==> src/sv/tlr_pkg.sv <==
// ----------------------------------------------------------------------------
// tlr_pkg
// Shared types and constants for the telnet line receiver: event codes,
// telnet command bytes and the parser result bundle.
// ----------------------------------------------------------------------------
`default_nettype none

package tlr_pkg;

    localparam int BYTE_W  = 8;
    localparam int IDX_W   = 10;
    localparam int LEN_W   = 10;
    localparam int EVENT_W = 3;

    // telnet command bytes
    localparam logic [BYTE_W-1:0] B_IAC  = 8'hFF;
    localparam logic [BYTE_W-1:0] B_DONT = 8'hFE;
    localparam logic [BYTE_W-1:0] B_DO   = 8'hFD;
    localparam logic [BYTE_W-1:0] B_WONT = 8'hFC;
    localparam logic [BYTE_W-1:0] B_WILL = 8'hFB;
    localparam logic [BYTE_W-1:0] B_EL   = 8'hF8;
    localparam logic [BYTE_W-1:0] B_AYT  = 8'hF6;
    localparam logic [BYTE_W-1:0] B_IP   = 8'hF4;

    // option codes and control characters
    localparam logic [BYTE_W-1:0] OPT_TM  = 8'h06;
    localparam logic [BYTE_W-1:0] OPT_SGA = 8'h03;
    localparam logic [BYTE_W-1:0] CH_BS   = 8'h08;
    localparam logic [BYTE_W-1:0] CH_LF   = 8'h0A;

    // printable range kept in the line
    localparam logic [BYTE_W-1:0] STORE_LO = 8'h20;
    localparam logic [BYTE_W-1:0] STORE_HI = 8'hFF - 8'h20;

    typedef enum logic [EVENT_W-1:0] {
        EV_NONE     = 3'd0,
        EV_LINE     = 3'd1,
        EV_LOGOUT   = 3'd2,
        EV_WILL_TM  = 3'd3,
        EV_WILL_SGA = 3'd4,
        EV_AYT      = 3'd5,
        EV_READ     = 3'd6
    } t_event;

    // per-transaction decode from the parser
    typedef struct packed {
        t_event ev;       // result event
        logic   rd_hit;   // read index falls inside the completed line
        logic   we;       // store the current byte at the fill position
    } t_parse_res;

endpackage

`default_nettype wire

==> src/sv/tlr_parser.sv <==
// ----------------------------------------------------------------------------
// tlr_parser
// Telnet command parser and line bookkeeping. Holds the parse phase, the
// fill count of the line being built and the length of the completed line.
// ----------------------------------------------------------------------------
`default_nettype none

module tlr_parser
    import tlr_pkg::*;
#(
    parameter int LINE_MAX = 1024,
    parameter int DEPTH    = LINE_MAX - 1,
    parameter int CW       = $clog2(LINE_MAX)
) (
    input  wire logic              i_clk,
    input  wire logic              i_rst_n,
    input  wire logic              i_step,
    input  wire logic              i_mode,
    input  wire logic [BYTE_W-1:0] i_byte,
    input  wire logic [IDX_W-1:0]  i_idx,
    output t_parse_res             o_res,
    output logic      [CW-1:0]     o_len,
    output logic      [CW-1:0]     o_fill
);

    typedef enum logic [1:0] {
        PH_DATA   = 2'd0,
        PH_CMD    = 2'd1,
        PH_SKIP   = 2'd2,
        PH_DO_OPT = 2'd3
    } t_phase;

    t_phase        r_phase, n_phase;
    logic [CW-1:0] r_fill, n_fill;
    logic [CW-1:0] r_done, n_done;
    logic [CW-1:0] w_inc;

    assign w_inc = r_fill + CW'(1);

    always_comb begin
        n_phase      = r_phase;
        n_fill       = r_fill;
        n_done       = r_done;
        o_res.ev     = EV_NONE;
        o_res.rd_hit = 1'b0;
        o_res.we     = 1'b0;
        o_len        = '0;
        if (i_step) begin
            if (i_mode) begin
                o_res.ev     = EV_READ;
                o_res.rd_hit = (32'(i_idx) < 32'(r_done)) && (32'(i_idx) < 32'(DEPTH));
            end else begin
                // any received byte closes the read window unless it ends a line
                n_done = '0;
                case (r_phase)
                    PH_DATA: begin
                        if (i_byte == B_IAC) begin
                            n_phase = PH_CMD;
                        end else if (i_byte == CH_LF) begin
                            o_res.ev = EV_LINE;
                            o_len    = r_fill;
                            n_done   = r_fill;
                            n_fill   = '0;
                        end else if (i_byte == CH_BS) begin
                            if (r_fill != '0) begin
                                n_fill = r_fill - CW'(1);
                            end
                        end else if (i_byte inside {[STORE_LO:STORE_HI]}) begin
                            if (r_fill < CW'(DEPTH)) begin
                                o_res.we = 1'b1;
                                n_fill   = w_inc;
                            end
                            // buffer full: the line completes on its own
                            if (w_inc >= CW'(DEPTH)) begin
                                o_res.ev = EV_LINE;
                                o_len    = w_inc;
                                n_done   = w_inc;
                                n_fill   = '0;
                            end
                        end
                    end
                    PH_CMD: begin
                        n_phase = PH_DATA;
                        if (i_byte == B_IP) begin
                            n_fill   = '0;
                            o_res.ev = EV_LOGOUT;
                        end else if (i_byte == B_DO) begin
                            n_phase = PH_DO_OPT;
                        end else if (i_byte == B_WILL || i_byte == B_WONT ||
                                     i_byte == B_DONT) begin
                            n_phase = PH_SKIP;
                        end else if (i_byte == B_AYT) begin
                            o_res.ev = EV_AYT;
                        end else if (i_byte == B_EL) begin
                            n_fill = '0;
                        end
                    end
                    PH_SKIP: begin
                        n_phase = PH_DATA;
                    end
                    PH_DO_OPT: begin
                        n_phase = PH_DATA;
                        if (i_byte == OPT_TM) begin
                            o_res.ev = EV_WILL_TM;
                        end else if (i_byte == OPT_SGA) begin
                            o_res.ev = EV_WILL_SGA;
                        end
                    end
                    default: begin
                        n_phase = PH_DATA;
                    end
                endcase
            end
        end
    end

    always_ff @(posedge i_clk) begin
        if (!i_rst_n) begin
            r_phase <= PH_DATA;
            r_fill  <= '0;
            r_done  <= '0;
        end else begin
            r_phase <= n_phase;
            r_fill  <= n_fill;
            r_done  <= n_done;
        end
    end

    assign o_fill = r_fill;

    a_fill_range: assert property (@(posedge i_clk) disable iff (!i_rst_n)
        32'(r_fill) < 32'(DEPTH))
        else $error("fill count reached the buffer depth");

    a_done_range: assert property (@(posedge i_clk) disable iff (!i_rst_n)
        32'(r_done) <= 32'(DEPTH))
        else $error("completed length beyond buffer depth");

    a_write_in_data: assert property (@(posedge i_clk) disable iff (!i_rst_n)
        o_res.we |-> (i_step && !i_mode && r_phase == PH_DATA))
        else $error("store write outside a plain data byte");

endmodule

`default_nettype wire

==> config.mk <==
export PLATFORM = sky130hd
export DESIGN_NAME = tlr_parser
export DESIGN_NICKNAME = d
export VERILOG_FILES = /design/src/sv/tlr_pkg.sv /design/src/sv/tlr_parser.sv
export SDC_FILE = /design/constraint.sdc
export NUM_CORES = 1
export LEC_CHECK = 0
export BUFFER_PORTS_ARGS = -buffer_cell sky130_fd_sc_hd__buf_2
export CORE_UTILIZATION = 28
export DETAILED_ROUTE_END_ITERATION = 8
export PLACE_DENSITY = 0.45
export SLEW_MARGIN = 0
export SYNTH_ARGS = -nofsm -noshare
export SYNTH_HDL_FRONTEND = slang
export SYNTH_SLANG_ARGS = --single-unit
==> constraint.sdc <==
create_clock -name i_clk -period 4.5 [get_ports i_clk]
set_input_delay 0.9 -clock i_clk [delete_from_list [all_inputs] [get_ports i_clk]]
set_output_delay 0.9 -clock i_clk [all_outputs]
set_load 0.005 [all_outputs]
==> results.yml, run 1 <==
grt:
  antenna_found_initial: 0
  grt_pass1_wl_um: 11350
  grt_pass1_vias: 2230
  track_usage_pct: 16.56
  grt_overflow_total: 0
  grt_max_degree: 15
routing:
  avgViaCountPerCell: 5.439
  ant_nets: 0
  drc: 0
  drt_iter0_drc: 175
  routed_wl_um: 7088
  vias: 2344
  avgRoutedWirePerCell_um: 16.45
  dr.pass1.iters: 4
clock_tree:
  postCtsSetupRepairBufs: 0
  ctsResizeCount: 0
  clock_path_buffers: 2
  htree_levels: 1
  clk_pin_slew_ns: 0.10
  clkLatencyLatePin_ns: 0.28
  cts_hold_buffers: 0
  cts_tree: "built"
  numCtsBuffers: 3
  clk_root_buffer_cell: "clkbuf_8"
  cts.sinks: 22
timing:
  final-max-slew-violation-count: 0
  slew_headroom_pct: 42.16
  clock.fmax_mhz: 242.1
  layout_min_cycle_time_ns: 4.130
  tightestPinTransition_ns: 0.8639
  rsz0062_at_grt: "no"
  fin_crit_sh_pct: 91.78
  tns_ns: 0
  fin_hold_ws_ns: 0.4564
  fin_ws_ns: 0.3698
  setup_violations: 0
  finalHoldViolations: 0
  skew_ns: 0.006171
placement:
  dp_cells: 427
  hpwl_um: 5508
  gp_congestion: 0.8834
  dp_slack_ns: 0.6879
  portBuffers: 46
yosys:
  ys_types: 68
  syn_inst: 297
  ys.flop_type: "dfxtp_1"
  syn_nets: 332
  synth_edf_count: 0
  syn_area_per_cell_um2: 7.794
  synth_area_um2: 2315
  ys_seq_area_share_pct: 19.03
  ys_top_cells_by_area: "dfxtp_1 19%, ha_1 7.0%, nand2_1 4.9%, nor3_2 3.9%, xnor2_1 3.4%"
  ys_warn_count: 0
  async_flop_share_pct: 0
  netlist.area_leader.share_pct: 19.03
  synth-seq-cells: 22
  synth_top_area_cell: "dfxtp_1"
die:
  die_y_um: 92.92
  pin_count: 47
  design.core.area_um2: 7848
  rows: 32
  dieArea_um2: 8634
  initial_core_util_pct: 29.50
  die_x_um: 92.92
critical_path:
  cp_max_fo: 13
  worstSetupEndpointType: "output port"
  cp.required_ns: 3.60
  crit_type: "reg -> out"
  path_cells: "ha_1 > nand3_1 > nor3_1 > o32ai_1 > or3_1 > o21a_4 > nor3_2 > buf_2"
  slowest_stage: "dfxtp_1"
  cpPeakStageDelay_ns: 0.69
  worstSetupStartpointType: "register"
  arrival_ns: 3.23
finish:
  fillCellCount: 885
  areaGrowthSynthToFinish_pct: 14.38
  stdcell_count: 431
  antenna_cells: 0
  multi_input_area_um2: 1699
  drive_gt1_share_pct: 24.01
  fin_nets: 365
  regArea_um2: 440.4
flow_run:
  max-cap-violations: 0
pwr:
  power_density_nw_per_um2: 188.0
  max-vdd-ir-drop_v: 0.0001668
  leakagePower_nw: 0.9658
  power_w: 0.0004976
run_status:
  outcome: "completed"
hold_path:
  hp-class: "reg -> reg"
[stage by stage]
step                      cell area [um2]  util (%)
after floorplan                      2315         -
after global placement               2576     32.83
after detailed placement             2576     32.83
after CTS                            2648     33.74
after global routing                 2648     33.74
final                                2648     33.74
[final cells by class]
type	instances	share of cell area, %
Multi-Input combinational cell	237	64.18
Tap cell	102	4.820
Inverter	19	2.694
Sequential cell	22	16.64
Timing Repair Buffer	47	8.979
Clock inverter	1	1.134
Clock buffer	3	1.560
[power by group]
group	switching [W]	internal [W]	leakage, nW
combinational	0.0000557	0.0000359	0.753
clock	0.0000808	0.000119	0.0357
sequential	0.00000903	0.000197	0.178
[state kept, by name (all words and copies together) (netlist names)]
signal / cells
r_phase: 2
o_fill: 10
r_done: 10
[critical path, delay by kind of cell, from the launching register on]
| kind | cells | cell delay, ns |
|---|---|---|
| simple gates | 4 | 1.13 |
| flops | 1 | 0.69 |
| compound gates | 2 | 0.50 |
| fa+ha+maj | 1 | 0.49 |
| buf+inv | 1 | 0.14 |
[synth_stat cells (2+ instances only)]
master and n:
buf_2 6, and3_1 2, xnor2_1 9, nor3b_1 3
buf_6 3, nor4_1 5, nand3_1 12, ha_1 13
dfxtp_1 22, nor3_2 9, nor3_1 13, and4_1 2
nand4_1 3, o21ai_0 13, inv_1 18, and2_1 4
a22o_1 2, clkbuf_1 4, or3_1 6, nor4b_1 2
nand3b_1 7, buf_4 2, nand2b_1 4, a21o_1 5
a21oi_1 8, or2_2 2, a31oi_1 3, o21ai_1 6
o221ai_1 2, mux2_2 2, o32ai_1 3, xor2_1 2
nand2_1 30, mux2i_1 4, o2111ai_1 4, nor2_1 19
buf_1 4, nor2b_1 4, a311oi_1 2, a211oi_1 2
a22oi_1 4
[path summary, 6_finish.rpt]
| path | start | endpoint | slack [ns] | cells after the start |
|---|---|---|---|---|
| max | o_fill[0] | o_len[8] | 0.37 | 8 |
| min | r_done[7] | r_done[7] | 0.46 | 2 |
| max reg2reg | o_fill[0] | o_fill[3] | 1.48 | 7 |
| min reg2reg | r_done[7] | r_done[7] | 0.46 | 2 |
[metal layers]
layer / part of all wire, % / wire length, um / global-route usage (%)
met5: 0 / 0 / 0
met2: 46 / 3246 / 27.70
met3: 5.3 / 374 / 3.038
met4: 0.68 / 48 / 2.179
met1: 48 / 3419 / 22.53
[cells by family after synthesis]
group | count (synthesis) | share of synthesized area, %
AND/OR/NAND/NOR | 136 | 34.92
flip-flops | 22 | 19.03
adder cells (fa/ha/maj) | 13 | 7.027
AO/OA/AOI/OAI | 71 | 24.38
XOR/XNOR | 11 | 4.162
buffers and inverters | 38 | 7.783
multiplexers | 6 | 2.703
[cells in the final DEF (no fill, tap or decap), types with 3 or more instances in the layout]
master / instances
clkbuf_8: 3
nor3_1: 13
buf_2: 46
a21o_1: 5
o2111ai_1: 4
a22oi_1: 4
nor2_1: 19
and2_1: 4
nand2b_1: 4
nand3b_1: 7
xnor2_1: 9
a21oi_1: 8
o21ai_1: 6
or3_1: 6
nor4_1: 5
o21ai_0: 13
mux2i_1: 4
nor3_2: 9
a31oi_1: 3
ha_1: 13
o32ai_1: 3
dfxtp_1: 22
nand3_1: 12
nor2b_1: 4
nand2_1: 30
nand4_1: 3
inv_1: 18
No activity file was read; power rests on OpenSTA's default activity.
==> run 2, diff against run 1 <==
--- a/config.mk
+++ b/config.mk
@@ -9,6 +9,7 @@
 export CORE_UTILIZATION = 28
 export DETAILED_ROUTE_END_ITERATION = 8
 export PLACE_DENSITY = 0.45
+export REMOVE_ABC_BUFFERS = 1
 export SLEW_MARGIN = 0
 export SYNTH_ARGS = -nofsm -noshare
 export SYNTH_HDL_FRONTEND = slang
==> results.yml, run 2 (synthesis results as in run 1) <==
grt:
  grt_max_degree: 15
  grt_pass1_vias: 2261
  met1_usage_pct: 22.82
  grt_use_met2_pct: 27.39
  antenna_found_initial: 0
  grt_pass1_wl_um: 11430
  track_usage_pct: 16.73
  grt_most_used_layer: "met2"
  grt_overflow_total: 0
  gr-usage-met3_pct: 2.545
critical_path:
  worstSetupStartpointType: "register"
  cp_max_fo: 13
  r2r-end: "o_fill[2]"
  worst-r2r-setup-slack_ns: 1.48
  crit_type: "reg -> out"
  cp.required_ns: 3.60
  r2r_start: "o_fill[0]"
  arrival_ns: 3.25
  reg2reg_depth: 7
  worstSetupEndpointType: "output port"
clock_tree:
  ctsResizeCount: 0
  cts_hold_buffers: 0
  cts_tree: "built"
  cts.sinks: 22
  clock_path_buffers: 2
  clk_pin_slew_ns: 0.09
  clk_root_buffer_cell: "clkbuf_8"
  htree_levels: 1
  clkLatencyLatePin_ns: 0.27
  postCtsSetupRepairBufs: 0
  numCtsBuffers: 3
timing:
  setup_violations: 0
  clock.fmax_mhz: 240.8
  tns_ns: 0
  finalHoldViolations: 0
  slew_headroom_pct: 39.47
  rsz0062_at_grt: "no"
  final-max-slew-violation-count: 0
  skew_ns: 0.006091
  tightestPinTransition_ns: 0.9040
  fin_crit_sh_pct: 92.27
  layout_min_cycle_time_ns: 4.152
run_status:
  outcome: "completed"
pwr:
  max-vdd-ir-drop_v: 0.00008457
  power_density_nw_per_um2: 184.2
  leakagePower_nw: 0.9658
die:
  die_x_um: 92.92
  initial_core_util_pct: 29.50
  design.core.area_um2: 7848
  rows: 32
  die_y_um: 92.92
  pin_count: 47
  dieArea_um2: 8634
hold_path:
  hp-start: "r_done[7]"
  hp-class: "reg -> reg"
  hold_end: "r_done[7]"
  min_path_cells: 2
finish:
  utilization_pct: 33.74
  antenna_cells: 0
  mostFrequentLayoutCells: "46 x buf_2, 30 x nand2_1, 22 x dfxtp_1"
  fin_nets: 365
  final_common_cell: "buf_2"
  drive_gt1_share_pct: 24.01
  areaGrowthSynthToFinish_pct: 14.38
  fillCellCount: 872
routing:
  ant_nets: 0
  avgRoutedWirePerCell_um: 16.19
  dr.pass1.iters: 4
  drt_iter0_drc: 257
  routed_wl_um: 6979
  avgViaCountPerCell: 5.362
  drc: 0
  vias: 2311
flow_run:
  max-cap-violations: 0
placement:
  hpwl_um: 5470
  portBuffers: 46
  gp_congestion: 0.9643
[run 2: cell counts in the layout (fill, tap and decap cells not counted)]
No cell type changed its count.
[run 2: per-layer routing]
layer	share of wire, %	up-vias
met5	0	-
li1	-	1167
met3	3.9	8
met1	48	1076
met4	1.5	0
met2	47	60
[run 2: worst max path at each step]
| stage | start | end | slack [ns] | cells past startpoint |
|---|---|---|---|---|
| floorplan | i_byte[0] | o_fill[3] | 0.88 | 5 |
| global placement | o_fill[0] | o_len[4] | 0.83 | 8 |
| detailed placement | o_fill[0] | o_len[4] | 0.73 | 8 |
| CTS | o_fill[0] | o_len[4] | 0.40 | 8 |
| global route | o_fill[1] | o_len[2] | 0.13 | 8 |
| finish | o_fill[0] | o_len[4] | 0.35 | 8 |
[run 2: cell type report]
cell class,count,area [um2],share of cell area (%)
clock inverter,1,30.03,1.134
tap,102,127.6,4.820
timing repair buffer,47,237.7,8.979
multi-input combinational,237,1699,64.18
inverter,19,71.32,2.694
clock buffer,3,41.29,1.560
sequential,22,440.4,16.64
[run 2: stage by stage]
step | setup slack [ns] | std cells | total power, W | area [um2] | hold WS (ns)
finish | 0.3476 | 431 | 0.0004877 | 2648 | 0.4531
global route | 0.1346 | 431 | 0.0005150 | 2648 | 0.4825
CTS | 0.4039 | 431 | 0.0004966 | 2648 | 0.4577
detailed placement | 0.7251 | 427 | 0.0003008 | 2576 | 0.4442
global placement | 0.8316 | 427 | 0.0003011 | 2576 | 0.4366
floorplan | 0.8805 | 278 | 0.0002609 | 2206 | 0.4250
[run 2: power by group]
part	total (W)	internal [W]	switching, W
clock	0.000191	0.000119	0.0000720
combinational	0.0000904	0.0000357	0.0000548
sequential	0.000206	0.000197	0.00000936
[run 2: critical path: stages, from the launching register on]
cell     delay [ns]
dfxtp_1        0.69
ha_1           0.49
inv_1          0.14
nor4_1         0.28
o32ai_1        0.17
or3_1          0.56
o21a_4         0.33
nor3_2         0.18
buf_2          0.14
